### src/hdl/cbt_pkg.sv
// ---------------------------------------------------------------------------
// cbt_pkg
// Types, constants and helpers for the tone-based color balance pipeline.
// ---------------------------------------------------------------------------
`timescale 1ns / 1ps
`default_nettype none

package cbt_pkg;

    localparam int FRAC_BITS = 12;
    localparam int CH_W      = 13;
    localparam int WGT_W     = FRAC_BITS + 1;
    localparam int OFS_W     = 14;
    localparam int NUM_CH    = 3;
    localparam int CFG_W     = OFS_W * NUM_CH;
    localparam int CFG_IDX_W = 2;

    // luminance coefficients, 16-bit fractions
    localparam int COEF_W     = 16;
    localparam int LUMA_SHIFT = 16;
    localparam logic [COEF_W-1:0] LUMA_R = 16'd19595;
    localparam logic [COEF_W-1:0] LUMA_G = 16'd38470;
    localparam logic [COEF_W-1:0] LUMA_B = 16'd7471;

    localparam int LPROD_W = CH_W + COEF_W;
    localparam int LSUM_W  = LPROD_W + 1;
    localparam int LUM_W   = LSUM_W - LUMA_SHIFT;

    // offset times weight, offset sum and shifted delta
    localparam int TPROD_W = OFS_W + WGT_W + 1;
    localparam int TSUM_W  = TPROD_W + 2;
    localparam int DELTA_W = TSUM_W - FRAC_BITS;
    localparam int RES_W   = DELTA_W + 1;

    localparam logic [WGT_W-1:0] ONE = {1'b1, {FRAC_BITS{1'b0}}};

    // configuration register indexes
    localparam logic [CFG_IDX_W-1:0] REG_SHADOW    = 2'd0;
    localparam logic [CFG_IDX_W-1:0] REG_MIDTONE   = 2'd1;
    localparam logic [CFG_IDX_W-1:0] REG_HIGHLIGHT = 2'd2;

    typedef logic [CH_W-1:0] chan_t;
    typedef logic signed [TPROD_W-1:0] tprod_t;
    typedef logic signed [DELTA_W-1:0] delta_t;

    typedef struct packed {
        chan_t red;
        chan_t green;
        chan_t blue;
        chan_t alpha;
    } pix_t;

    typedef struct packed {
        logic [CFG_W-1:0] shadow;
        logic [CFG_W-1:0] midtone;
        logic [CFG_W-1:0] highlight;
    } tone_cfg_t;

    typedef struct packed {
        pix_t             pix;
        logic [WGT_W-1:0] sw;
        logic [WGT_W-1:0] mw;
        logic [WGT_W-1:0] hw;
    } wgt_item_t;

    typedef struct packed {
        pix_t                     pix;
        tprod_t [NUM_CH-1:0]      s_prod;
        tprod_t [NUM_CH-1:0]      m_prod;
        tprod_t [NUM_CH-1:0]      h_prod;
    } prod_item_t;

    // signed offset k (0 red, 1 green, 2 blue) of a packed register
    function automatic logic signed [OFS_W-1:0] offset_of(
        input logic [CFG_W-1:0] r,
        input int               k
    );
        return $signed(r[k*OFS_W +: OFS_W]);
    endfunction

    // channel value as seen by the pipeline, in 0/1/2 order
    function automatic chan_t chan_of(input pix_t p, input int k);
        chan_t c;
        case (k)
            0:       c = p.red;
            1:       c = p.green;
            default: c = p.blue;
        endcase
        return c;
    endfunction

endpackage

`default_nettype wire

### src/hdl/cbt_luma.sv
// ---------------------------------------------------------------------------
// cbt_luma
// Two stages: luminance products, then sum and tone weights.
// ---------------------------------------------------------------------------
`timescale 1ns / 1ps
`default_nettype none

module cbt_luma import cbt_pkg::*; (
    input  wire logic      aclk,
    input  wire logic      aresetn,
    input  wire logic      up_valid,
    output logic           up_ready,
    input  wire pix_t      up_pix,
    output logic           dn_valid,
    input  wire logic      dn_ready,
    output wgt_item_t      dn_item
);

    logic               v1_reg;
    pix_t               pix1_reg;
    logic [LPROD_W-1:0] pr_reg;
    logic [LPROD_W-1:0] pg_reg;
    logic [LPROD_W-1:0] pb_reg;

    logic               v2_reg;
    wgt_item_t          item2_reg;

    logic               en1;
    logic               en2;

    logic [LSUM_W-1:0]  sum;
    logic [LUM_W-1:0]   lum;
    logic [LUM_W:0]     lum2;
    logic [LUM_W:0]     one_x;
    logic [LUM_W:0]     two_one_x;
    wgt_item_t          item2_next;

    assign en2      = !v2_reg || dn_ready;
    assign en1      = !v1_reg || en2;
    assign up_ready = en1;

    always_ff @(posedge aclk) begin
        if (!aresetn) begin
            v1_reg <= 1'b0;
            v2_reg <= 1'b0;
        end else begin
            if (en1) begin
                v1_reg <= up_valid;
            end
            if (en2) begin
                v2_reg <= v1_reg;
            end
        end
    end

    always_ff @(posedge aclk) begin
        if (en1 && up_valid) begin
            pix1_reg <= up_pix;
            pr_reg   <= LPROD_W'(up_pix.red)   * LPROD_W'(LUMA_R);
            pg_reg   <= LPROD_W'(up_pix.green) * LPROD_W'(LUMA_G);
            pb_reg   <= LPROD_W'(up_pix.blue)  * LPROD_W'(LUMA_B);
        end
        if (en2 && v1_reg) begin
            item2_reg <= item2_next;
        end
    end

    always_comb begin
        sum       = LSUM_W'(pr_reg) + LSUM_W'(pg_reg) + LSUM_W'(pb_reg);
        lum       = sum[LSUM_W-1:LUMA_SHIFT];
        lum2      = {lum, 1'b0};
        one_x     = (LUM_W+1)'(ONE);
        two_one_x = {one_x[LUM_W-1:0], 1'b0};

        item2_next.pix = pix1_reg;
        if (lum2 >= one_x) begin
            item2_next.sw = '0;
        end else begin
            item2_next.sw = WGT_W'(one_x - lum2);
        end
        if (lum2 <= one_x) begin
            item2_next.hw = '0;
        end else if (lum2 >= two_one_x) begin
            item2_next.hw = ONE;
        end else begin
            item2_next.hw = WGT_W'(lum2 - one_x);
        end
        item2_next.mw = ONE - item2_next.sw - item2_next.hw;
    end

    assign dn_valid = v2_reg;
    assign dn_item  = item2_reg;

endmodule

`default_nettype wire

### config.mk
export PLATFORM = sky130hd
export DESIGN_NAME = cbt_luma
export DESIGN_NICKNAME = d
export VERILOG_FILES = /design/src/hdl/cbt_pkg.sv /design/src/hdl/cbt_luma.sv
export SDC_FILE = /design/constraint.sdc
export NUM_CORES = 1
export LEC_CHECK = 0
export BUFFER_PORTS_ARGS = -buffer_cell sky130_fd_sc_hd__buf_4
export CAP_MARGIN = 0
export CORE_ASPECT_RATIO = 1.1
export CORE_UTILIZATION = 60
export DETAILED_ROUTE_END_ITERATION = 16
export PLACE_DENSITY = 0.8
export SLEW_MARGIN = 20
export SYNTH_ARGS = -nofsm -noshare
export SYNTH_HDL_FRONTEND = slang
export SYNTH_SLANG_ARGS = --single-unit
### constraint.sdc
create_clock -name aclk -period 7.72 [get_ports aclk]
set_clock_uncertainty 0.15 [all_clocks]
set_input_delay 1.93 -clock aclk [delete_from_list [all_inputs] [get_ports aclk]]
set_output_delay 1.93 -clock aclk [all_outputs]
set_load 0.02 [all_outputs]
==> flow_summary.yaml <==
setup_path:
  reg2regPathDepth: 24
  path_max_fanout: 6
  crit_top_cell: "fa_1"
  worst-r2r-setup-slack_ns: 1.25
  r2r_end: "dn_item[25]"
  crit_type: "in -> reg"
  slowest_delay_ns: 0.61
  crit_path_start_kind: "primary input"
  critPathSlowestCell: "fa_1"
  worstPathArrival_ns: 7.15
  crit_required_ns: 7.86
  r2r_start: "pg_reg[2]"
  end_kind: "flip-flop"
  worstPathCellList: "buf_4 > fa_1 > inv_1 > fa_1 > fa_1 > fa_1 > inv_1 > fa_1 > ha_1 > a21o_1 > a41oi_1 > nor2_1 > o41ai_1 > a21oi_1 > a211o_1 > a21oi_1 > xnor2_1"
timing:
  relSlewSlack: 0.448
  fin_ws_ns: 0.708
  tightestPinTransition_ns: 0.828
  finalCriticalPeriod_ns: 7.01
  timing.final.crit_share: 0.908
  grt_setup_unrepaired: "no"
  finalMaxSlewViolations: 0
  tns_ns: 0
  setup_violations: 0
  fmax_ghz: 0.143
  final_hold_viol_count: 0
floorplan:
  start_util: 0.617
  rows: 66
  core_area_um2: 29900
  ios: 149
  dieWidth_um: 169
  dieArea_um2: 31500
  die_h_um: 186
run:
  max_cap_viol_count: 0
synthesis:
  synthCells: 1508
  synth_edf_count: 219
  ys_seq_elements: 221
  netlist-cell-type-count: 74
  async_flop_share: 0
  yosysSeqAreaShare: 0.359
  syn_area_um2: 18500
  yosys_warnings: 0
  syn_area_per_cell_um2: 12.2
  synth-main-ff-cell: "edfxtp_1"
drt:
  drc: 0
  drtAntennaViolNets: 0
  drt-total-wl_mm: 35.0
  avgRoutedWirePerCell_um: 16.6
  num_vias: 11300
  drt_iter0_drc: 525
  dr.pass1.iters: 5
  via_per_inst: 5.36
cts:
  cts_root_buf: "clkbuf_16"
  post_cts_buffers: 0
  cts_resized: 0
  ctsHtreeMaxLevel: 1
  clock_sinks: 221
  hold_buffers: 0
  clkTransAtPathRegs_ns: 0.06
  numCtsBuffers: 25
  clk_latency_ns: 0.54
  clockBufferDepth: 3
  tritoncts: "built"
run_status:
  status: "finished, final reports clean"
global_routing:
  met3_usage: 0.0255
  grt_usage: 0.233
  grt_pass1_vias: 12000
  use_met1: 0.284
  grt_max_degree: 67
  antenna_found_initial: 0
  grt_first_pass_wirelength_mm: 57.9
  grt.overflow.total: 0
  met2_usage: 0.433
  busiest_layer: "met2"
min_path:
  hold_path.class: "reg -> reg"
  worstHoldEndpoint: "dn_item[55]"
  hold_start: "item2_next[55]"
  worstHoldPathCells: 0
cells_and_area:
  drive_gt1_frac: 0.137
  largest_register_ffs: 88
  diodes: 0
  syn2layout_area_growth_pct: 13.9
  layout.nets: 2232
placed_design:
  dpl.hpwl_mm: 28.4
  gp_congestion: 0.894
  dp_slack_ns: 0.197
  io_buffers: 145
==> per-layer routing <==
metal  vias up  wire, um
li1       5508         -
met5         -         0
met1      5515     14500
met4         0       898
met2       220     18400
met3        56      1190
==> synth_stat cells, types with 4 or more instances <==
cell type | n | area [um2]
inv_1 | 284 | 1070
nand3_1 | 15 | 75.1
o21ai_0 | 25 | 125
nand4_1 | 7 | 43.8
a31o_2 | 5 | 43.8
nor2_1 | 47 | 176
a31oi_1 | 5 | 31.3
xnor2_1 | 59 | 517
a21o_1 | 22 | 165
ha_1 | 331 | 4140
nor2b_1 | 12 | 75.1
and2_1 | 7 | 43.8
or2_2 | 9 | 56.3
o211ai_1 | 6 | 45.0
or3_1 | 4 | 25.0
nand2b_1 | 13 | 81.3
xor2_1 | 28 | 245
and3_1 | 10 | 62.6
a21oi_1 | 69 | 345
fa_1 | 163 | 3260
edfxtp_1 | 219 | 6580
o21bai_1 | 9 | 67.6
nor3_1 | 17 | 85.1
a211o_1 | 4 | 35.0
o21ai_1 | 4 | 20.0
a21boi_0 | 4 | 30.0
nand2_1 | 53 | 199
o21a_1 | 13 | 97.6
==> cell usage in the layout (no fill, tap or decap), drive strengths merged, types with 15 or more instances in the layout <==
cell type  count
a21o          24
a21oi         69
buf          149
clkbuf        29
edfxtp       219
fa           163
ha           331
inv          285
nand2         54
nand3         15
nor2          47
nor3          17
o21ai         30
xnor2         60
xor2          29
==> metrics by stage <==
| step | std cells | hold slack [ns] | instance area, um2 | utilization |
|---|---|---|---|---|
| 5_1_grt | 2109 | 0.271 | 21000 | 0.703 |
| 6_report | 2109 | 0.267 | 21000 | 0.703 |
| 2_1_floorplan | 1510 | 0.250 | 18500 | - |
| 3_3_place_gp | 2063 | 0.251 | 20100 | 0.671 |
| 3_5_place_dp | 2063 | 0.255 | 20100 | 0.671 |
| 4_1_cts | 2109 | 0.269 | 21000 | 0.703 |
==> worst max-delay path, delay by kind of cell <==
family	cells	cell delay [ns]
AOI/OAI and AO/OA	6	1.70
xor gates and xnor gates	1	0.08
adders and majority gates	6	3.06
buffers and inverters	3	0.27
and+or+nand+nor	1	0.10
==> how the worst max path moves through the flow <==
stage                      end  cells after the start        from
detailed placement  pb_reg[25]                     17  up_pix[13]
CTS                 pb_reg[25]                     17  up_pix[13]
floorplan           pb_reg[25]                     16  up_pix[13]
global route        pb_reg[25]                     17  up_pix[13]
finish              pb_reg[25]                     17  up_pix[13]
global placement    pb_reg[25]                     17  up_pix[13]
==> cells by family after synthesis <==
kind of cell | after synthesis | synth area share
adders and majority gates | 494 | 0.401
other | 1 | 0.000203
DFF | 221 | 0.359
buffers and inverters | 288 | 0.0592
and+or+nand+nor | 216 | 0.0616
xor gates and xnor gates | 89 | 0.0443
muxes | 4 | 0.00285
AOI/OAI and AO/OA | 195 | 0.0721
==> cell type report <==
class,count,area [um2]
fillers,2141,8870
multi-input cells,1001,10800
repair buffers,149,1120
clock inverters,17,295
clock buffers,29,651
well taps,408,510
inverters,284,1070
flip-flops and latches,221,6620
Power is not shown: default switching activity piles up to over one toggle a cycle in this logic, so the estimate is an artifact.
