==> src/hdl/cbt_pkg.sv <==
// ---------------------------------------------------------------------------
// cbt_pkg
// Types, constants and helpers for the tone-based color balance pipeline.
// ---------------------------------------------------------------------------
`timescale 1ns / 1ps
`default_nettype none

package cbt_pkg;

    localparam int FRAC_BITS = 12;
    localparam int CH_W      = 13;
    localparam int WGT_W     = FRAC_BITS + 1;
    localparam int OFS_W     = 14;
    localparam int NUM_CH    = 3;
    localparam int CFG_W     = OFS_W * NUM_CH;
    localparam int CFG_IDX_W = 2;

    // luminance coefficients, 16-bit fractions
    localparam int COEF_W     = 16;
    localparam int LUMA_SHIFT = 16;
    localparam logic [COEF_W-1:0] LUMA_R = 16'd19595;
    localparam logic [COEF_W-1:0] LUMA_G = 16'd38470;
    localparam logic [COEF_W-1:0] LUMA_B = 16'd7471;

    localparam int LPROD_W = CH_W + COEF_W;
    localparam int LSUM_W  = LPROD_W + 1;
    localparam int LUM_W   = LSUM_W - LUMA_SHIFT;

    // offset times weight, offset sum and shifted delta
    localparam int TPROD_W = OFS_W + WGT_W + 1;
    localparam int TSUM_W  = TPROD_W + 2;
    localparam int DELTA_W = TSUM_W - FRAC_BITS;
    localparam int RES_W   = DELTA_W + 1;

    localparam logic [WGT_W-1:0] ONE = {1'b1, {FRAC_BITS{1'b0}}};

    // configuration register indexes
    localparam logic [CFG_IDX_W-1:0] REG_SHADOW    = 2'd0;
    localparam logic [CFG_IDX_W-1:0] REG_MIDTONE   = 2'd1;
    localparam logic [CFG_IDX_W-1:0] REG_HIGHLIGHT = 2'd2;

    typedef logic [CH_W-1:0] chan_t;
    typedef logic signed [TPROD_W-1:0] tprod_t;
    typedef logic signed [DELTA_W-1:0] delta_t;

    typedef struct packed {
        chan_t red;
        chan_t green;
        chan_t blue;
        chan_t alpha;
    } pix_t;

    typedef struct packed {
        logic [CFG_W-1:0] shadow;
        logic [CFG_W-1:0] midtone;
        logic [CFG_W-1:0] highlight;
    } tone_cfg_t;

    typedef struct packed {
        pix_t             pix;
        logic [WGT_W-1:0] sw;
        logic [WGT_W-1:0] mw;
        logic [WGT_W-1:0] hw;
    } wgt_item_t;

    typedef struct packed {
        pix_t                     pix;
        tprod_t [NUM_CH-1:0]      s_prod;
        tprod_t [NUM_CH-1:0]      m_prod;
        tprod_t [NUM_CH-1:0]      h_prod;
    } prod_item_t;

    // signed offset k (0 red, 1 green, 2 blue) of a packed register
    function automatic logic signed [OFS_W-1:0] offset_of(
        input logic [CFG_W-1:0] r,
        input int               k
    );
        return $signed(r[k*OFS_W +: OFS_W]);
    endfunction

    // channel value as seen by the pipeline, in 0/1/2 order
    function automatic chan_t chan_of(input pix_t p, input int k);
        chan_t c;
        case (k)
            0:       c = p.red;
            1:       c = p.green;
            default: c = p.blue;
        endcase
        return c;
    endfunction

endpackage

`default_nettype wire

==> src/hdl/cbt_tone_mult.sv <==
// ---------------------------------------------------------------------------
// cbt_tone_mult
// One stage: nine offset-by-weight products, three tones per channel.
// ---------------------------------------------------------------------------
`timescale 1ns / 1ps
`default_nettype none

module cbt_tone_mult import cbt_pkg::*; (
    input  wire logic       aclk,
    input  wire logic       aresetn,
    input  wire tone_cfg_t  cfg,
    input  wire logic       up_valid,
    output logic            up_ready,
    input  wire wgt_item_t  up_item,
    output logic            dn_valid,
    input  wire logic       dn_ready,
    output prod_item_t      dn_item
);

    logic       v_reg;
    prod_item_t item_reg;
    prod_item_t item_next;
    logic       en;

    assign en       = !v_reg || dn_ready;
    assign up_ready = en;

    always_comb begin
        item_next.pix = up_item.pix;
        for (int k = 0; k < NUM_CH; k++) begin
            item_next.s_prod[k] = TPROD_W'(offset_of(cfg.shadow, k))
                                * TPROD_W'($signed({1'b0, up_item.sw}));
            item_next.m_prod[k] = TPROD_W'(offset_of(cfg.midtone, k))
                                * TPROD_W'($signed({1'b0, up_item.mw}));
            item_next.h_prod[k] = TPROD_W'(offset_of(cfg.highlight, k))
                                * TPROD_W'($signed({1'b0, up_item.hw}));
        end
    end

    always_ff @(posedge aclk) begin
        if (!aresetn) begin
            v_reg <= 1'b0;
        end else if (en) begin
            v_reg <= up_valid;
        end
    end

    always_ff @(posedge aclk) begin
        if (en && up_valid) begin
            item_reg <= item_next;
        end
    end

    assign dn_valid = v_reg;
    assign dn_item  = item_reg;

endmodule

`default_nettype wire

==> config.mk <==
export PLATFORM = sky130hd
export DESIGN_NAME = cbt_tone_mult
export DESIGN_NICKNAME = d
export VERILOG_FILES = /design/src/hdl/cbt_pkg.sv /design/src/hdl/cbt_tone_mult.sv
export SDC_FILE = /design/constraint.sdc
export NUM_CORES = 2
export LEC_CHECK = 0
export BUFFER_PORTS_ARGS = -buffer_cell sky130_fd_sc_hd__buf_2
export CORE_ASPECT_RATIO = 0.8
export CORE_MARGIN = 4
export CORE_UTILIZATION = 30
export CTS_BUF_LIST = sky130_fd_sc_hd__clkbuf_4 sky130_fd_sc_hd__clkbuf_8
export DETAILED_ROUTE_END_ITERATION = 7
export HOLD_SLACK_MARGIN = 0.12
export PLACE_DENSITY_LB_ADDON = 0.08
export RECOVER_POWER = 25
export SLEW_MARGIN = 25
export SYNTH_ARGS = -nofsm -noshare
export SYNTH_HDL_FRONTEND = slang
export SYNTH_SLANG_ARGS = --single-unit
==> constraint.sdc <==
create_clock -name aclk -period 18 [get_ports aclk]
set_input_delay 5.4 -clock aclk [delete_from_list [all_inputs] [get_ports aclk]]
set_output_delay 5.4 -clock aclk [all_outputs]
set_load 0.01 [all_outputs]
==> results list <==
- Required time worst endpoint: 18130 ps
- For this configuration, the core starts out at a cell density of 30.3%.
- Total placed instance area: 80000 µm²
* DRC violation count after routing: 0
- Hold is met by 525 ps.
* Path type of the worst min-delay path: flip-flop to flip-flop
- For this run the aggregate overflow at the end of global routing stands at 0.
- TritonCTS clock tree: yes
- Synthesis produced 7676 cells.
- CP Data Arrival Time: 13760 ps
- Floorplan die width: 564 µm
- Summed over all failing endpoints, the final setup total negative slack is 0 ps.
- For the worst-skew pair, the clock arrives at the later sink with an insertion delay of 810 ps.
- The final reports fail on capacitance limit, slew limit.
* Vias per std cell: 4.41
- The worst pin sits at a relative slew slack of -404%.
- The detail route stage leaves a number of antenna-violating nets equal to 0.
- Compared with the post-synthesis result, the final layout area differs by 9.81%.
- Ratio of cells with drive above 1 in the final layout: 8.57%
- Summing all non-filler instances in the final layout gives an area of 81300 µm².
- Clock transition at the registers of the reported paths: 70 ps
- Post-cts hold buffer count: 0
- In this run the worst path has a maximum fanout of 128.
- STA classifies the critical path startpoint as an input port.
* First-pass GRT wire length: 336000 µm
* Number of port buffers: 526
* Avg Cell Area, Syn: 9.65 µm²
- In the final design database the tool counted 10500 nets.
- The run finished, with violations left.
* Final weighted congestion in routability-driven placement: 0.792
* Setup-violating endpoint count in the final report: 0
* Worst Tran Pin Value: 7560 ps
- Period utilisation layout: 75.7%
* Die Span Y: 452 µm
- After the first detailed-routing iteration, the DRC count stood at 2311.
- After layout, the minimum clock period comes to 13630 ps.
* Wire length per cell: 18.5 µm
* Clock tree root buffer cell: sky130_fd_sc_hd__clkbuf_8
- Counting every sink on the clock net gives 305.
- Synthesis-stage register bit count: 305
- Count of filler cells inserted in the layout: 25700
* RSZ-0062 raised after global routing: no
* CTS-repair resized insts: 0
- Number of max-cap violations: 8
- Number of vias in the routed layout: 50200
- Based on the critical path, the design can be clocked at up to 73.4 MHz.
- Synth warn: 0
* Global Route Usage Sum: 17.0%
* Clk buf depth: 3
* Synth cell types: 84
- Critical Path Sink Type: flip-flop
- Net count after synthesis: 10100
- Final Max Tran Viols: 414
* H-tree depth: 3
- In the synthesized netlist the dominant register cell turns out to be sky130_fd_sc_hd__edfxtp_1.
* Layout Utilization: 33.2%
- After synthesis, the share of flip-flops with an asynchronous set or reset is 0%.
* Via count of the first global-routing pass: 55600
- The initial antenna violation count was 35.
* Maximum number of pins on one net before global-route repair: 129
- In this run, synthesis inferred 304 flip-flops with an integrated enable.
* Type of the worst setup path: input port to flip-flop
* Post-CTS setup-driven buffer insertion count: 0
- The floorplan has 162 rows.
- Die outline area: 255000 µm²
* Post-route clock skew: 68.5 ps
* Synth Cell Area: 74100 µm²
- The number of hold violations in the final report was 0.
- After floorplanning, the core was sized to cover 245000 µm².
* Post-synthesis sequential area ratio: 12.4%
- HPWL Detailed: 165000 µm
* Number of buffers inserted during clock tree synthesis: 68
- For this block, the routed nets add up to 210000 µm of wire.
- Number of placed I/O pins: 527
- The first TritonRoute pass finished after 5 iterations.
-- layout by cell type, fill, tap and decap left out, types with 89 or more instances in the layout --
| cell | n |
|---|---|
| sky130_fd_sc_hd__a21oi_1 | 168 |
| sky130_fd_sc_hd__and2_1 | 801 |
| sky130_fd_sc_hd__buf_2 | 522 |
| sky130_fd_sc_hd__edfxtp_1 | 304 |
| sky130_fd_sc_hd__fa_1 | 1620 |
| sky130_fd_sc_hd__ha_1 | 630 |
| sky130_fd_sc_hd__inv_1 | 2045 |
| sky130_fd_sc_hd__nand2_1 | 896 |
| sky130_fd_sc_hd__nor2_1 | 93 |
| sky130_fd_sc_hd__o21ai_0 | 89 |
| sky130_fd_sc_hd__xnor2_1 | 225 |
-- critical path: stages --
cell                       delay, ps
sky130_fd_sc_hd__buf_2            70
sky130_fd_sc_hd__nand2b_1        110
sky130_fd_sc_hd__and2_0         1370
sky130_fd_sc_hd__clkbuf_1       1300
sky130_fd_sc_hd__clkbuf_1       5200
-- synth_stat cells (4+ instances only) --
| master | n | share of area (%) |
|---|---|---|
| sky130_fd_sc_hd__a211oi_1 | 29 | 0.29 |
| sky130_fd_sc_hd__inv_1 | 2045 | 10 |
| sky130_fd_sc_hd__o31ai_1 | 7 | 0.071 |
| sky130_fd_sc_hd__xor2_1 | 57 | 0.67 |
| sky130_fd_sc_hd__a31oi_1 | 9 | 0.076 |
| sky130_fd_sc_hd__o21bai_1 | 34 | 0.34 |
| sky130_fd_sc_hd__a21boi_0 | 5 | 0.051 |
| sky130_fd_sc_hd__nor2_1 | 93 | 0.47 |
| sky130_fd_sc_hd__nand4_1 | 9 | 0.076 |
| sky130_fd_sc_hd__o211ai_1 | 9 | 0.091 |
| sky130_fd_sc_hd__nand3b_1 | 4 | 0.041 |
| sky130_fd_sc_hd__and2_1 | 823 | 7.0 |
| sky130_fd_sc_hd__nor3_1 | 30 | 0.20 |
| sky130_fd_sc_hd__edfxtp_1 | 304 | 12 |
| sky130_fd_sc_hd__nand3_1 | 28 | 0.19 |
| sky130_fd_sc_hd__or3_1 | 13 | 0.11 |
| sky130_fd_sc_hd__and3_1 | 14 | 0.12 |
| sky130_fd_sc_hd__o21a_1 | 32 | 0.32 |
| sky130_fd_sc_hd__a21o_1 | 81 | 0.82 |
| sky130_fd_sc_hd__nor2b_1 | 13 | 0.11 |
| sky130_fd_sc_hd__a2111oi_0 | 6 | 0.071 |
| sky130_fd_sc_hd__fa_1 | 1620 | 44 |
| sky130_fd_sc_hd__a211o_1 | 5 | 0.059 |
| sky130_fd_sc_hd__and4_1 | 4 | 0.047 |
| sky130_fd_sc_hd__clkbuf_1 | 286 | 1.4 |
| sky130_fd_sc_hd__a21oi_1 | 168 | 1.1 |
| sky130_fd_sc_hd__o21ai_0 | 89 | 0.60 |
| sky130_fd_sc_hd__or2_2 | 5 | 0.042 |
| sky130_fd_sc_hd__nand2b_1 | 26 | 0.22 |
| sky130_fd_sc_hd__nand2_1 | 897 | 4.5 |
| sky130_fd_sc_hd__xnor2_1 | 225 | 2.7 |
| sky130_fd_sc_hd__ha_1 | 630 | 11 |
-- stage by stage --
step,setup WS (ps),std cells
after floorplan,4780,7676
after global placement,5360,11200
after detailed placement,5640,11200
after CTS,6540,11300
after global routing,3420,11400
final,4370,11400
-- routing by layer --
layer	global-route usage [%]	vias up	wire (µm)	part of all wire [%]
li1	-	23300	-	-
met1	24.7	26000	102000	48
met2	27.3	717	96900	46
met3	2.31	156	8240	3.9
met4	2.89	4	3450	1.6
met5	0	-	21	0.010
-- area by class of cell --
type,count,area [µm²],area share [%]
Tap cell,3280,4100,5.05
Clock buffer,80,1030,1.26
Multi-Input combinational cell,5039,56200,69.1
Sequential cell,305,9150,11.2
Timing Repair Buffer,561,2880,3.54
Inverter,2045,7680,9.44
Antenna cell,18,45.0,0.0554
Clock inverter,34,283,0.348
-- flip-flops by register name, summed over array words and instances, names as in the netlist --
signal    count
dn_item     304
dn_valid      1
-- kinds of logic after synthesis --
logic type,count (synthesis),synth area share [%]
buffers and inverters,2332,11.8
adder cells (fa/ha/maj),2250,54.4
AND/OR/NAND/NOR,1974,13.3
AO/OA/AOI/OAI,533,4.76
flip-flops,305,12.4
XOR/XNOR,282,3.33
-- worst paths after layout --
check,startpoint,endpoint,slack (ps),cells past startpoint
min,dn_valid$_SDFFE_PN0N_,dn_valid$_SDFFE_PN0N_,520,2
max,dn_ready,dn_item[80]$_DFFE_PP_,4370,5
min reg2reg,dn_valid$_SDFFE_PN0N_,dn_valid$_SDFFE_PN0N_,520,2
max reg2reg,dn_valid$_SDFFE_PN0N_,dn_item[80]$_DFFE_PP_,8750,4
Power is left out: the tool's default activity adds up to more than one toggle a clock period on the data nets, which glitch-free logic cannot reach.
