==> src/hdl/cbt_pkg.sv <==
// ---------------------------------------------------------------------------
// cbt_pkg
// Types, constants and helpers for the tone-based color balance pipeline.
// ---------------------------------------------------------------------------
`timescale 1ns / 1ps
`default_nettype none

package cbt_pkg;

    localparam int FRAC_BITS = 12;
    localparam int CH_W      = 13;
    localparam int WGT_W     = FRAC_BITS + 1;
    localparam int OFS_W     = 14;
    localparam int NUM_CH    = 3;
    localparam int CFG_W     = OFS_W * NUM_CH;
    localparam int CFG_IDX_W = 2;

    // luminance coefficients, 16-bit fractions
    localparam int COEF_W     = 16;
    localparam int LUMA_SHIFT = 16;
    localparam logic [COEF_W-1:0] LUMA_R = 16'd19595;
    localparam logic [COEF_W-1:0] LUMA_G = 16'd38470;
    localparam logic [COEF_W-1:0] LUMA_B = 16'd7471;

    localparam int LPROD_W = CH_W + COEF_W;
    localparam int LSUM_W  = LPROD_W + 1;
    localparam int LUM_W   = LSUM_W - LUMA_SHIFT;

    // offset times weight, offset sum and shifted delta
    localparam int TPROD_W = OFS_W + WGT_W + 1;
    localparam int TSUM_W  = TPROD_W + 2;
    localparam int DELTA_W = TSUM_W - FRAC_BITS;
    localparam int RES_W   = DELTA_W + 1;

    localparam logic [WGT_W-1:0] ONE = {1'b1, {FRAC_BITS{1'b0}}};

    // configuration register indexes
    localparam logic [CFG_IDX_W-1:0] REG_SHADOW    = 2'd0;
    localparam logic [CFG_IDX_W-1:0] REG_MIDTONE   = 2'd1;
    localparam logic [CFG_IDX_W-1:0] REG_HIGHLIGHT = 2'd2;

    typedef logic [CH_W-1:0] chan_t;
    typedef logic signed [TPROD_W-1:0] tprod_t;
    typedef logic signed [DELTA_W-1:0] delta_t;

    typedef struct packed {
        chan_t red;
        chan_t green;
        chan_t blue;
        chan_t alpha;
    } pix_t;

    typedef struct packed {
        logic [CFG_W-1:0] shadow;
        logic [CFG_W-1:0] midtone;
        logic [CFG_W-1:0] highlight;
    } tone_cfg_t;

    typedef struct packed {
        pix_t             pix;
        logic [WGT_W-1:0] sw;
        logic [WGT_W-1:0] mw;
        logic [WGT_W-1:0] hw;
    } wgt_item_t;

    typedef struct packed {
        pix_t                     pix;
        tprod_t [NUM_CH-1:0]      s_prod;
        tprod_t [NUM_CH-1:0]      m_prod;
        tprod_t [NUM_CH-1:0]      h_prod;
    } prod_item_t;

    // signed offset k (0 red, 1 green, 2 blue) of a packed register
    function automatic logic signed [OFS_W-1:0] offset_of(
        input logic [CFG_W-1:0] r,
        input int               k
    );
        return $signed(r[k*OFS_W +: OFS_W]);
    endfunction

    // channel value as seen by the pipeline, in 0/1/2 order
    function automatic chan_t chan_of(input pix_t p, input int k);
        chan_t c;
        case (k)
            0:       c = p.red;
            1:       c = p.green;
            default: c = p.blue;
        endcase
        return c;
    endfunction

endpackage

`default_nettype wire

==> src/hdl/cbt_mix.sv <==
// ---------------------------------------------------------------------------
// cbt_mix
// Two stages: offset sum with floor shift, then channel add and clamp.
// ---------------------------------------------------------------------------
`timescale 1ns / 1ps
`default_nettype none

module cbt_mix import cbt_pkg::*; (
    input  wire logic        aclk,
    input  wire logic        aresetn,
    input  wire logic        up_valid,
    output logic             up_ready,
    input  wire prod_item_t  up_item,
    output logic             dn_valid,
    input  wire logic        dn_ready,
    output pix_t             dn_pix
);

    logic                      va_reg;
    pix_t                      pixa_reg;
    delta_t [NUM_CH-1:0]       delta_reg;
    delta_t [NUM_CH-1:0]       delta_next;

    logic                      vb_reg;
    pix_t                      pixb_reg;
    chan_t  [NUM_CH-1:0]       res_next;

    logic                      ena;
    logic                      enb;

    logic signed [TSUM_W-1:0]  tsum;
    logic signed [RES_W-1:0]   val;

    assign enb      = !vb_reg || dn_ready;
    assign ena      = !va_reg || enb;
    assign up_ready = ena;

    // dropping the low bits of a two's complement sum is a floor shift
    always_comb begin
        tsum = '0;
        for (int k = 0; k < NUM_CH; k++) begin
            tsum = TSUM_W'(up_item.s_prod[k]) + TSUM_W'(up_item.m_prod[k])
                 + TSUM_W'(up_item.h_prod[k]);
            delta_next[k] = tsum[TSUM_W-1:FRAC_BITS];
        end
    end

    always_comb begin
        val = '0;
        for (int k = 0; k < NUM_CH; k++) begin
            val = $signed({{(RES_W-CH_W){1'b0}}, chan_of(pixa_reg, k)})
                + RES_W'(delta_reg[k]);
            if (val < 0) begin
                res_next[k] = '0;
            end else if (val > $signed(RES_W'(ONE))) begin
                res_next[k] = CH_W'(ONE);
            end else begin
                res_next[k] = val[CH_W-1:0];
            end
        end
    end

    always_ff @(posedge aclk) begin
        if (!aresetn) begin
            va_reg <= 1'b0;
            vb_reg <= 1'b0;
        end else begin
            if (ena) begin
                va_reg <= up_valid;
            end
            if (enb) begin
                vb_reg <= va_reg;
            end
        end
    end

    always_ff @(posedge aclk) begin
        if (ena && up_valid) begin
            pixa_reg  <= up_item.pix;
            delta_reg <= delta_next;
        end
        if (enb && va_reg) begin
            pixb_reg.red   <= res_next[0];
            pixb_reg.green <= res_next[1];
            pixb_reg.blue  <= res_next[2];
            pixb_reg.alpha <= pixa_reg.alpha;
        end
    end

    assign dn_valid = vb_reg;
    assign dn_pix   = pixb_reg;

endmodule

`default_nettype wire

==> config.mk <==
export PLATFORM = sky130hd
export DESIGN_NAME = cbt_mix
export DESIGN_NICKNAME = d
export VERILOG_FILES = /design/src/hdl/cbt_pkg.sv /design/src/hdl/cbt_mix.sv
export SDC_FILE = /design/constraint.sdc
export NUM_CORES = 1
export LEC_CHECK = 0
export ABC_AREA = 1
export BUFFER_PORTS_ARGS = -buffer_cell sky130_fd_sc_hd__buf_2
export CAP_MARGIN = 20
export CELL_PAD_IN_SITES_DETAIL_PLACEMENT = 0
export CELL_PAD_IN_SITES_GLOBAL_PLACEMENT = 1
export CORE_UTILIZATION = 37
export CTS_BUF_LIST = sky130_fd_sc_hd__clkbuf_4 sky130_fd_sc_hd__clkbuf_8 sky130_fd_sc_hd__clkbuf_16
export DETAILED_ROUTE_END_ITERATION = 10
export PLACE_DENSITY = 0.81
export RECOVER_POWER = 25
export SYNTH_ARGS = -nofsm -noshare
export SYNTH_HDL_FRONTEND = slang
export SYNTH_SLANG_ARGS = --single-unit
==> constraint.sdc <==
create_clock -name aclk -period 3.8 [get_ports aclk]
set_input_delay 0.76 -clock aclk [delete_from_list [all_inputs] [get_ports aclk]]
set_output_delay 0.76 -clock aclk [all_outputs]
set_load 0.05 [all_outputs]
==> flow_metrics.py, run 1 <==
metrics = {
    "run_status": {
        "status": "finished, final reports clean",
    },
    "drt": {
        "vias": 12753,
        "wl_per_cell_um": 15.4,
        "post-route-drc-count": 0,
        "vias_per_cell": 4.87,
        "drtAntennaViolNets": 0,
        "drt-total-wl_um": 40300,
        "drt-initial-drc-count": 661,
        "drt_pass1_iterations": 5,
    },
    "floorplan": {
        "core-area_mm2": 0.0386,
        "die-area_mm2": 0.0398,
        "fp.dieW_um": 200,
        "rows": 72,
        "initial_utilization_pct": 37.5,
        "pin_count": 362,
        "die_height_um": 200,
    },
    "critical_path": {
        "r2r-end": "dn_pix[51]$_SDFFCE_PN0P_",
        "end_kind": "flop",
        "crit_type": "reg2reg",
        "required_ns": 3.98,
        "reg2regPathDepth": 13,
        "r2r-start": "delta_reg[0]$_DFFE_PP_",
        "worstPathArrival_ns": 3.17,
        "path_max_fanout": 13,
        "start_kind": "flop",
        "r2r_slack_ns": 0.81,
    },
    "timing": {
        "drv_slew": 0,
        "fin_skew_ns": 0.0143,
        "fin_crit_sh_pct": 78.6,
        "fmax_mhz": 335,
        "layout_min_cycle_time_ns": 2.99,
        "rsz0062_at_grt": "false",
        "finalSetupTns_ns": 0,
        "slew-limit-headroom_pct": 12.2,
        "report.final.setup_viol": 0,
        "tightestPinTransition_ns": 1.32,
        "report.final.hold_viol_count": 0,
    },
    "logic_synthesis": {
        "synth_top_area_share_pct": 32.8,
        "synthCells": 1710,
        "ys.flop_type": "edfxtp_1",
        "synth_area_leaders": "edfxtp_1 (33%), fa_1 (12%), nand2_1 (12%)",
        "synth.ff_latch_count": 160,
        "synth_edf_count": 158,
        "yosysUniqueCellTypes": 44,
        "synth_area_leader_cell": "edfxtp_1",
        "syn_area_per_cell_um2": 8.45,
        "async_flop_share_pct": 0,
        "syn_area_mm2": 0.0144,
        "syn-num-nets": 2225,
        "ys_seq_area_share_pct": 33.1,
        "yosys_warnings": 0,
    },
    "run": {
        "maxCapViolations": 0,
    },
    "layout": {
        "regArea_mm2": 0.00478,
        "layout_commonest_cell": "nand2_1",
        "final_area_mm2": 0.0175,
        "syn2layout_area_growth_pct": 21.1,
        "multiInputGateArea_mm2": 0.00876,
        "final_nets": 2603,
        "drive_gt1_share_pct": 22.2,
        "mostFrequentLayoutCells": "nand2_1 (445), buf_2 (355), inv_1 (229), edfxtp_1 (158), nor2_1 (132)",
        "n_fill_cell": 3894,
        "largest_reg_flops": 54,
    },
    "clock_tree": {
        "ctsHtreeMaxLevel": 4,
        "tritoncts": "done",
        "postCtsSetupBuffers": 0,
        "cts-resized-gates": 0,
        "holdBufCountCts": 0,
        "insertion_delay_ns": 0.43,
        "cts_buffer_depth": 2,
        "cts_buffers": 17,
        "clock-sinks": 160,
        "cts_root_buf": "clkbuf_16",
        "clk_transition_reported_paths_ns": 0.07,
    },
    "global_routing": {
        "grt_pass1_wl_um": 63500,
        "grt_overflow_total": 0,
        "grt_pass1_vias": 12545,
        "grtUsageTotal_pct": 20.4,
        "antenna_found_initial": 9,
        "grt_start_max_net_pins": 107,
    },
    "min_path": {
        "min-delay-start": "pixa_reg[9]$_DFFE_PP_",
        "min_to": "dn_pix[9]$_DFFE_PP_",
        "hold_path_depth": 0,
        "hold_path.class": "reg2reg",
    },
    "placed_design": {
        "dp_hpwl_um": 34700,
        "io_buffers": 361,
        "placed_cell_area_mm2": 0.0169,
        "gp_congestion": 0.904,
    },
    "power": {
        "power.density_mw_per_mm2": 470,
        "peakVddDrop_v": 0.000326,
        "p_leak_nw": 8.56,
    },
}
metal layers:
| metal | vias up | wire [um] | GRT usage (%) |
|---|---|---|---|
| met4 | 10 | 741 | 5.15 |
| met2 | 348 | 18200 | 33.3 |
| met1 | 5869 | 19200 | 27.8 |
| met3 | 47 | 2140 | 3.36 |
| met5 | - | 56 | 0 |
| li1 | 6479 | - | - |
how the worst max path moves through the flow:
stage	startpoint	end	slack, ns	cells after the start
2_1_floorplan	dn_ready	delta_reg[0]$_DFFE_PP_	0.25	4
3_3_place_gp	up_item[18]	delta_reg[16]$_DFFE_PP_	0.45	10
3_5_place_dp	up_item[19]	delta_reg[16]$_DFFE_PP_	0.47	10
4_1_cts	pixa_reg[26]$_DFFE_PP_	dn_pix[26]$_SDFFCE_PP0P_	0.77	16
5_1_grt	pixa_reg[26]$_DFFE_PP_	dn_pix[33]$_SDFFCE_PP0P_	0.57	16
6_report	delta_reg[0]$_DFFE_PP_	dn_pix[51]$_SDFFCE_PN0P_	0.81	13
area by class of cell:
class / instances / share of cell area [%]
repair buffers: 363 / 10.4
multi-input cells: 1314 / 50.1
clock buffers: 17 / 2.43
diodes: 2 / 0.0286
clock inverters: 15 / 0.987
well taps: 518 / 3.70
inverters: 232 / 5.00
flip-flops and latches: 160 / 27.3
per-stage QoR:
| step | power, W | worst slack [ns] | hold WS [ns] | util (%) | cells |
|---|---|---|---|---|---|
| floorplan | 0.00536 | 0.250 | 0.400 | - | 1710 |
| global route | 0.00890 | 0.570 | 0.425 | 45.4 | 2621 |
| finish | 0.00822 | 0.815 | 0.424 | 45.4 | 2621 |
| global placement | 0.00649 | 0.450 | 0.401 | 43.8 | 2587 |
| detailed placement | 0.00652 | 0.466 | 0.406 | 43.8 | 2587 |
| CTS | 0.00827 | 0.773 | 0.427 | 45.4 | 2619 |
power by group:
| group | leakage, nW | internal [W] | switching [W] |
|---|---|---|---|
| Combinational | 6.69 | 0.00144 | 0.00264 |
| Sequential | 1.58 | 0.00228 | 0.000133 |
| Clock | 0.286 | 0.000939 | 0.000787 |
cell families after synthesis:
group,Yosys count,synth area share [%]
buf+inv,236,6.34
xor+xnor,59,3.58
compound gates,237,9.66
fa+ha+maj,207,22.3
simple gates,811,25.0
flops,160,33.1
critical path, cell delays in order (launching register included):
cell and delay, ns:
edfxtp_1 0.37, ha_1 0.23, inv_1 0.07, fa_1 0.39, nand3b_2 0.23, nand2_2 0.12
nand2_1 0.08, nand2_1 0.12, nand3_1 0.13, nand3_1 0.11, nand2_1 0.05, inv_1 0.07
nand4_2 0.41, o21a_1 0.35
cell usage after synthesis, drive strengths merged, types with 20 or more instances:
cell type,instances
nand3,94
nor2,161
a21oi,115
nor3,30
ha,123
edfxtp,158
o21bai,20
xor2,44
o21ai,45
nand2,465
nand4,26
fa,84
inv,232
Note: power is estimated with default switching activity, not from simulation.
==> run 2: changes to the inputs <==
==> constraint.sdc (replaced) <==
create_clock -name aclk -period 2.6 [get_ports aclk]
set_input_delay 0.52 -clock aclk [delete_from_list [all_inputs] [get_ports aclk]]
set_output_delay 0.52 -clock aclk [all_outputs]
set_load 0.05 [all_outputs]
==> run 2 against run 1 <==
Critical path depth increased by 2. Clock skew is 0.0011 ns lower. First-iteration DRC count down 9.4%. Hold slack lost 0.17 ns. Clock-buffer cell count is 2 higher. Worst setup slack got worse by 0.78 ns. Highest routed layer unchanged. Critical path type unchanged. Design area up 10%. Power grew 60%. Global-route usage decreased by 0.077 points. Flip-flop and latch count unchanged.
==> flow_metrics.py, run 2 (same netlist as run 1, synthesis figures left out) <==
metrics = {
    "layout": {
        "largest_reg_flops": 54,
        "layout.core_utilization_pct": 50.0,
        "mostFrequentLayoutCells": "nand2_1 (434), buf_2 (350), inv_1 (227), buf_4 (199), edfxtp_1 (158)",
        "final_nets": 2809,
        "antenna_cells": 0,
        "drive_gt1_share_pct": 30.5,
        "syn2layout_area_growth_pct": 33.4,
        "layout_commonest_cell": "nand2_1",
        "n_fill_cell": 3807,
        "final_cells": 2824,
        "multiInputGateArea_mm2": 0.00896,
        "regArea_mm2": 0.00478,
    },
    "critical_path": {
        "startpoint": "delta_reg[18]$_DFFE_PP_",
        "critPathSlowestCell": "edfxtp_1",
        "end_kind": "flop",
        "cp_common_cell": "nand2_2",
        "path_max_fanout": 6,
        "cp_num_buf_inv": 4,
        "worstPathArrival_ns": 2.74,
        "crit_type": "reg2reg",
        "crit_chain": "ha_2, inv_1, fa_2, inv_2, nand3_2, nand2_2, nand2_1, nand2_2, buf_4, a21oi_1, xnor2_1, nand2_2, nand4_4, clkbuf_16, nor2_2",
        "start_kind": "flop",
        "r2r-start": "delta_reg[18]$_DFFE_PP_",
        "required_ns": 2.78,
        "critical-path-max-stage-delay_ns": 0.40,
        "crit_family": "simple AND/OR/NAND/NOR gates",
    },
    "power": {
        "p_int_w": 0.00779,
        "power.switching_w": 0.00539,
        "p_sw_share_pct": 40.9,
        "p_total_w": 0.0132,
        "peakVddDrop_v": 0.000460,
        "p_comb_share_pct": 54.4,
        "p_clk_share_pct": 18.7,
        "power.density_mw_per_mm2": 683,
        "pwr-share-seq_pct": 26.8,
        "p_leak_nw": 9.60,
    },
    "placed_design": {
        "io_buffers": 361,
        "gp_congestion": 0.911,
        "dp_hpwl_um": 34400,
        "dpl.cell_count": 2785,
    },
    "timing": {
        "layout_min_cycle_time_ns": 2.56,
        "report.final.setup_viol": 0,
        "rsz0062_at_grt": "true",
        "fmax_mhz": 391,
        "drv_slew": 0,
        "slew-limit-headroom_pct": 8.60,
        "whs_ns": 0.257,
        "report.final.hold_viol_count": 0,
        "tightestPinTransition_ns": 1.37,
        "finalSetupTns_ns": 0,
        "fin_skew_ns": 0.0132,
        "fin_crit_sh_pct": 98.5,
    },
    "floorplan": {
        "initial_utilization_pct": 37.5,
        "die-area_mm2": 0.0398,
        "rows": 72,
        "fp.dieW_um": 200,
        "pin_count": 362,
        "core-area_mm2": 0.0386,
        "die_height_um": 200,
    },
    "clock_tree": {
        "ctsHtreeMaxLevel": 4,
        "insertion_delay_ns": 0.43,
        "cts_buffer_depth": 2,
        "clk_transition_reported_paths_ns": 0.07,
        "clock-sinks": 160,
        "cts_root_buf": "clkbuf_16",
        "holdBufCountCts": 0,
        "tritoncts": "done",
        "cts_buffers": 17,
    },
    "global_routing": {
        "grt_pass1_vias": 12896,
        "grt_start_max_net_pins": 107,
        "grtUsageTotal_pct": 20.3,
        "grt_overflow_total": 0,
        "antenna_found_initial": 1,
        "grt_pass1_wl_um": 63300,
    },
    "min_path": {
        "min-delay-start": "up_item[275]",
        "hold_path.class": "in2reg",
    },
    "drt": {
        "vias_per_cell": 4.68,
        "drt-initial-drc-count": 599,
        "drt-total-wl_um": 40200,
        "drtAntennaViolNets": 0,
        "post-route-drc-count": 0,
        "vias": 13220,
        "wl_per_cell_um": 14.2,
        "drt_pass1_iterations": 5,
    },
    "run_status": {
        "status": "finished, final reports clean",
    },
    "run": {
        "maxCapViolations": 0,
    },
}
[run 2: layout make-up]
class	count	area share, %
Inverter	232	4.56
Timing Repair Buffer	568	17.8
Clock buffer	19	2.28
Multi-Input combinational cell	1315	46.5
Sequential cell	160	24.8
Tap cell	518	3.36
Clock inverter	12	0.701
[run 2: layer usage]
layer  track usage [%]  share of wire (%)  vias to the layer above
li1                  -                  -                     6884
met1              27.5                 47                     5965
met2              34.3                 47                      337
met3              2.70                4.8                       32
met4              4.38                1.1                        2
met5                 0              0.020                        -
[run 2: timing repair]
action,CTS,global route
hold endpoints to repair,0,0
buffers inserted,0,5
gates cloned,0,3
gates resized for setup,3,44
setup endpoints to repair,14,41
pin swaps,0,13
[run 2: worst register-to-register path, stage by stage (launching register included)]
cell and delay [ns]:
edfxtp_1 0.40, ha_2 0.20, inv_1 0.05, fa_2 0.40, inv_2 0.07, nand3_2 0.07
nand2_2 0.10, nand2_1 0.08, nand2_2 0.07, buf_4 0.11, a21oi_1 0.07, xnor2_1 0.24
nand2_2 0.11, nand4_4 0.15, clkbuf_16 0.17, nor2_2 0.03
[run 2: final timing paths]
path	end	slack, ns	cells past startpoint
max reg2reg	dn_pix[31]$_SDFFCE_PP0P_	0.04	15
max	dn_pix[31]$_SDFFCE_PP0P_	0.04	15
min reg2reg	dn_pix[5]$_DFFE_PP_	0.42	0
min	pixa_reg[23]$_DFFE_PP_	0.26	1
[run 2: per-stage QoR]
step           area (um^2)  setup WS, ns
2_1_floorplan        14500        -0.272
3_3_place_gp         18500        -0.433
3_5_place_dp         18500        -0.443
4_1_cts              19100       0.00807
5_1_grt              19300       -0.0755
6_report             19300        0.0396
[run 2: power groups by stage]
| stage | Clock, W | Sequential (W) | Combinational [W] |
|---|---|---|---|
| 3_3_place_gp | 0 | 0.00358 | 0.00682 |
| 6_report | 0.00247 | 0.00354 | 0.00717 |
| 5_1_grt | 0.00262 | 0.00357 | 0.00804 |
| 2_1_floorplan | 0 | 0.00363 | 0.00420 |
| 4_1_cts | 0.00254 | 0.00354 | 0.00694 |
| 3_5_place_dp | 0 | 0.00359 | 0.00689 |
==> run 3: changes to the inputs <==
--- a/config.mk
+++ b/config.mk
@@ -10,10 +10,11 @@
 export CAP_MARGIN = 20
 export CELL_PAD_IN_SITES_DETAIL_PLACEMENT = 0
 export CELL_PAD_IN_SITES_GLOBAL_PLACEMENT = 1
+export CORE_MARGIN = 2
 export CORE_UTILIZATION = 37
 export CTS_BUF_LIST = sky130_fd_sc_hd__clkbuf_4 sky130_fd_sc_hd__clkbuf_8 sky130_fd_sc_hd__clkbuf_16
 export DETAILED_ROUTE_END_ITERATION = 10
-export PLACE_DENSITY = 0.81
+export PLACE_DENSITY_LB_ADDON = 0.1
 export RECOVER_POWER = 25
 export SYNTH_ARGS = -nofsm -noshare
 export SYNTH_HDL_FRONTEND = slang
==> run 3 against run 2 <==
Power up 4.5%. Wire length up 9.2%. Global-route usage up 1.6 points. Critical path depth up 2. Sequential share of layout area down 0.51 points. Clock power up 4%. Combinational power up 6.3%. Register-to-register slack better by 0.07 ns. Non-clock buffer count up 10. Via count up 1.4%.
==> flow_metrics.py, run 3 (same netlist as run 1, synthesis figures left out) <==
metrics = {
    "timing": {
        "fin_skew_ns": 0.00945,
        "tightestPinTransition_ns": 1.35,
        "fin_crit_sh_pct": 95.9,
        "drv_slew": 0,
        "report.final.setup_viol": 0,
        "whs_ns": 0.239,
        "rsz0062_at_grt": "true",
        "layout_min_cycle_time_ns": 2.49,
        "fmax_mhz": 401,
        "report.final.hold_viol_count": 0,
        "setup_slack_ns": 0.107,
        "slew-limit-headroom_pct": 10.1,
    },
    "placed_design": {
        "dpl.cell_count": 2799,
        "gp_congestion": 0.892,
        "io_buffers": 361,
        "dp_hpwl_um": 38500,
        "placed_cell_area_mm2": 0.0186,
        "dp_slack_ns": -0.375,
    },
    "critical_path": {
        "critPathSlowestCell": "fa_2",
        "start_kind": "flop",
        "required_ns": 2.91,
        "crit_chain": "ha_2, inv_2, fa_2, inv_2, nand3_1, nand3_2, nand2_2, nand2_2, nand2_2, nand2_2, nand3_2, nor2_2, nand3_2, nand2_2, nand4_4, clkbuf_16, nor2_2",
        "end_kind": "flop",
        "crit_type": "reg2reg",
        "critical-path-max-stage-delay_ns": 0.38,
        "worstPathArrival_ns": 2.81,
        "r2r-end": "dn_pix[21]$_SDFFCE_PP0P_",
        "r2r_slack_ns": 0.11,
        "reg2regPathDepth": 17,
        "cp_common_cell": "nand2_2",
        "crit_family": "simple AND/OR/NAND/NOR gates",
        "cp_num_buf_inv": 3,
        "r2r-start": "delta_reg[36]$_DFFE_PP_",
        "path_max_fanout": 6,
    },
    "layout": {
        "syn2layout_area_growth_pct": 36.3,
        "layout.core_utilization_pct": 51.1,
        "final_nets": 2819,
        "drive_gt1_share_pct": 32.8,
        "largest_reg_flops": 54,
        "final_area_mm2": 0.0197,
        "final_cells": 2836,
        "layout_commonest_cell": "nand2_1",
        "mostFrequentLayoutCells": "nand2_1 (424), buf_2 (358), inv_1 (223), buf_4 (207), edfxtp_1 (158)",
    },
    "clock_tree": {
        "insertion_delay_ns": 0.45,
        "clk_transition_reported_paths_ns": 0.08,
        "cts_root_buf": "clkbuf_16",
        "clock-sinks": 160,
        "cts_buffer_depth": 2,
        "tritoncts": "done",
        "cts_buffers": 17,
        "ctsHtreeMaxLevel": 4,
    },
    "drt": {
        "drt_pass1_iterations": 5,
        "vias": 13409,
        "drtAntennaViolNets": 0,
        "wl_per_cell_um": 15.5,
        "vias_per_cell": 4.73,
        "post-route-drc-count": 0,
        "drt-total-wl_um": 43900,
        "drt-initial-drc-count": 590,
    },
    "global_routing": {
        "antenna_found_initial": 4,
        "grtUsageTotal_pct": 21.9,
        "grt_pass1_vias": 13808,
        "grt_pass1_wl_um": 70100,
        "grt_start_max_net_pins": 53,
        "grt_overflow_total": 0,
    },
    "min_path": {
        "min_to": "pixa_reg[46]$_DFFE_PP_",
        "min-delay-start": "up_item[298]",
        "hold_path_depth": 1,
        "hold_path.class": "in2reg",
    },
    "floorplan": {
        "die_height_um": 202,
        "rows": 72,
        "die-area_mm2": 0.0406,
        "core-area_mm2": 0.0386,
        "initial_utilization_pct": 37.5,
        "pin_count": 362,
        "fp.dieW_um": 202,
    },
    "run": {
        "maxCapViolations": 0,
    },
    "power": {
        "peakVddDrop_v": 0.000484,
        "p_leak_nw": 9.76,
        "power.density_mw_per_mm2": 699,
    },
    "run_status": {
        "status": "finished, final reports clean",
    },
}
-- run 3: power breakdown --
part | internal [W] | switching (W)
Combinational | 0.00322 | 0.00441
Sequential | 0.00334 | 0.000225
Clock | 0.00132 | 0.00126
Total | 0.00787 | 0.00589
-- run 3: timing repair --
item                                    CTS  global route
pin swaps                                 2            21
resized for setup                        12            91
hold buffers                              0             0
cloned                                    1             2
endpoints found under the setup margin   12            51
setup buffers                             0             1
-- run 3: how the worst max path moves through the flow --
stage	startpoint	end	slack, ns	depth (start not counted)
global route	delta_reg[2]$_DFFE_PP_	dn_pix[47]$_SDFFCE_PP0P_	-0.05	13
global placement	up_item[39]	delta_reg[32]$_DFFE_PP_	-0.38	10
detailed placement	up_item[60]	delta_reg[47]$_DFFE_PP_	-0.37	14
finish	delta_reg[36]$_DFFE_PP_	dn_pix[21]$_SDFFCE_PP0P_	0.11	17
floorplan	dn_ready	delta_reg[0]$_DFFE_PP_	-0.27	4
CTS	delta_reg[36]$_DFFE_PP_	dn_pix[13]$_SDFFCE_PP0P_	0.002	17
-- run 3: routing by layer --
layer	global-route usage, %	vias to the layer above	wire (um)
met5	0	-	35
met4	4.94	6	680
met3	3.40	42	1850
met2	40.6	314	22500
met1	26.7	6129	18900
li1	-	6918	-
-- run 3: metrics by stage --
step | TNS (ns) | power [W]
2_1_floorplan | -28.87 | 0.00784
3_3_place_gp | -11.44 | 0.0107
3_5_place_dp | -12.87 | 0.0107
4_1_cts | 0 | 0.0135
5_1_grt | -0.190 | 0.0149
6_report | 0 | 0.0138
-- run 3: area by class of cell --
| cell class | instances | area [um^2] |
|---|---|---|
| fill | 3820 | 18900 |
| multi-input combinational | 1315 | 9200 |
| sequential | 160 | 4780 |
| timing repair buffer | 578 | 3540 |
| inverter | 232 | 878 |
| tap | 518 | 648 |
| clock buffer | 17 | 425 |
| clock inverter | 15 | 208 |
| antenna | 1 | 2.50 |
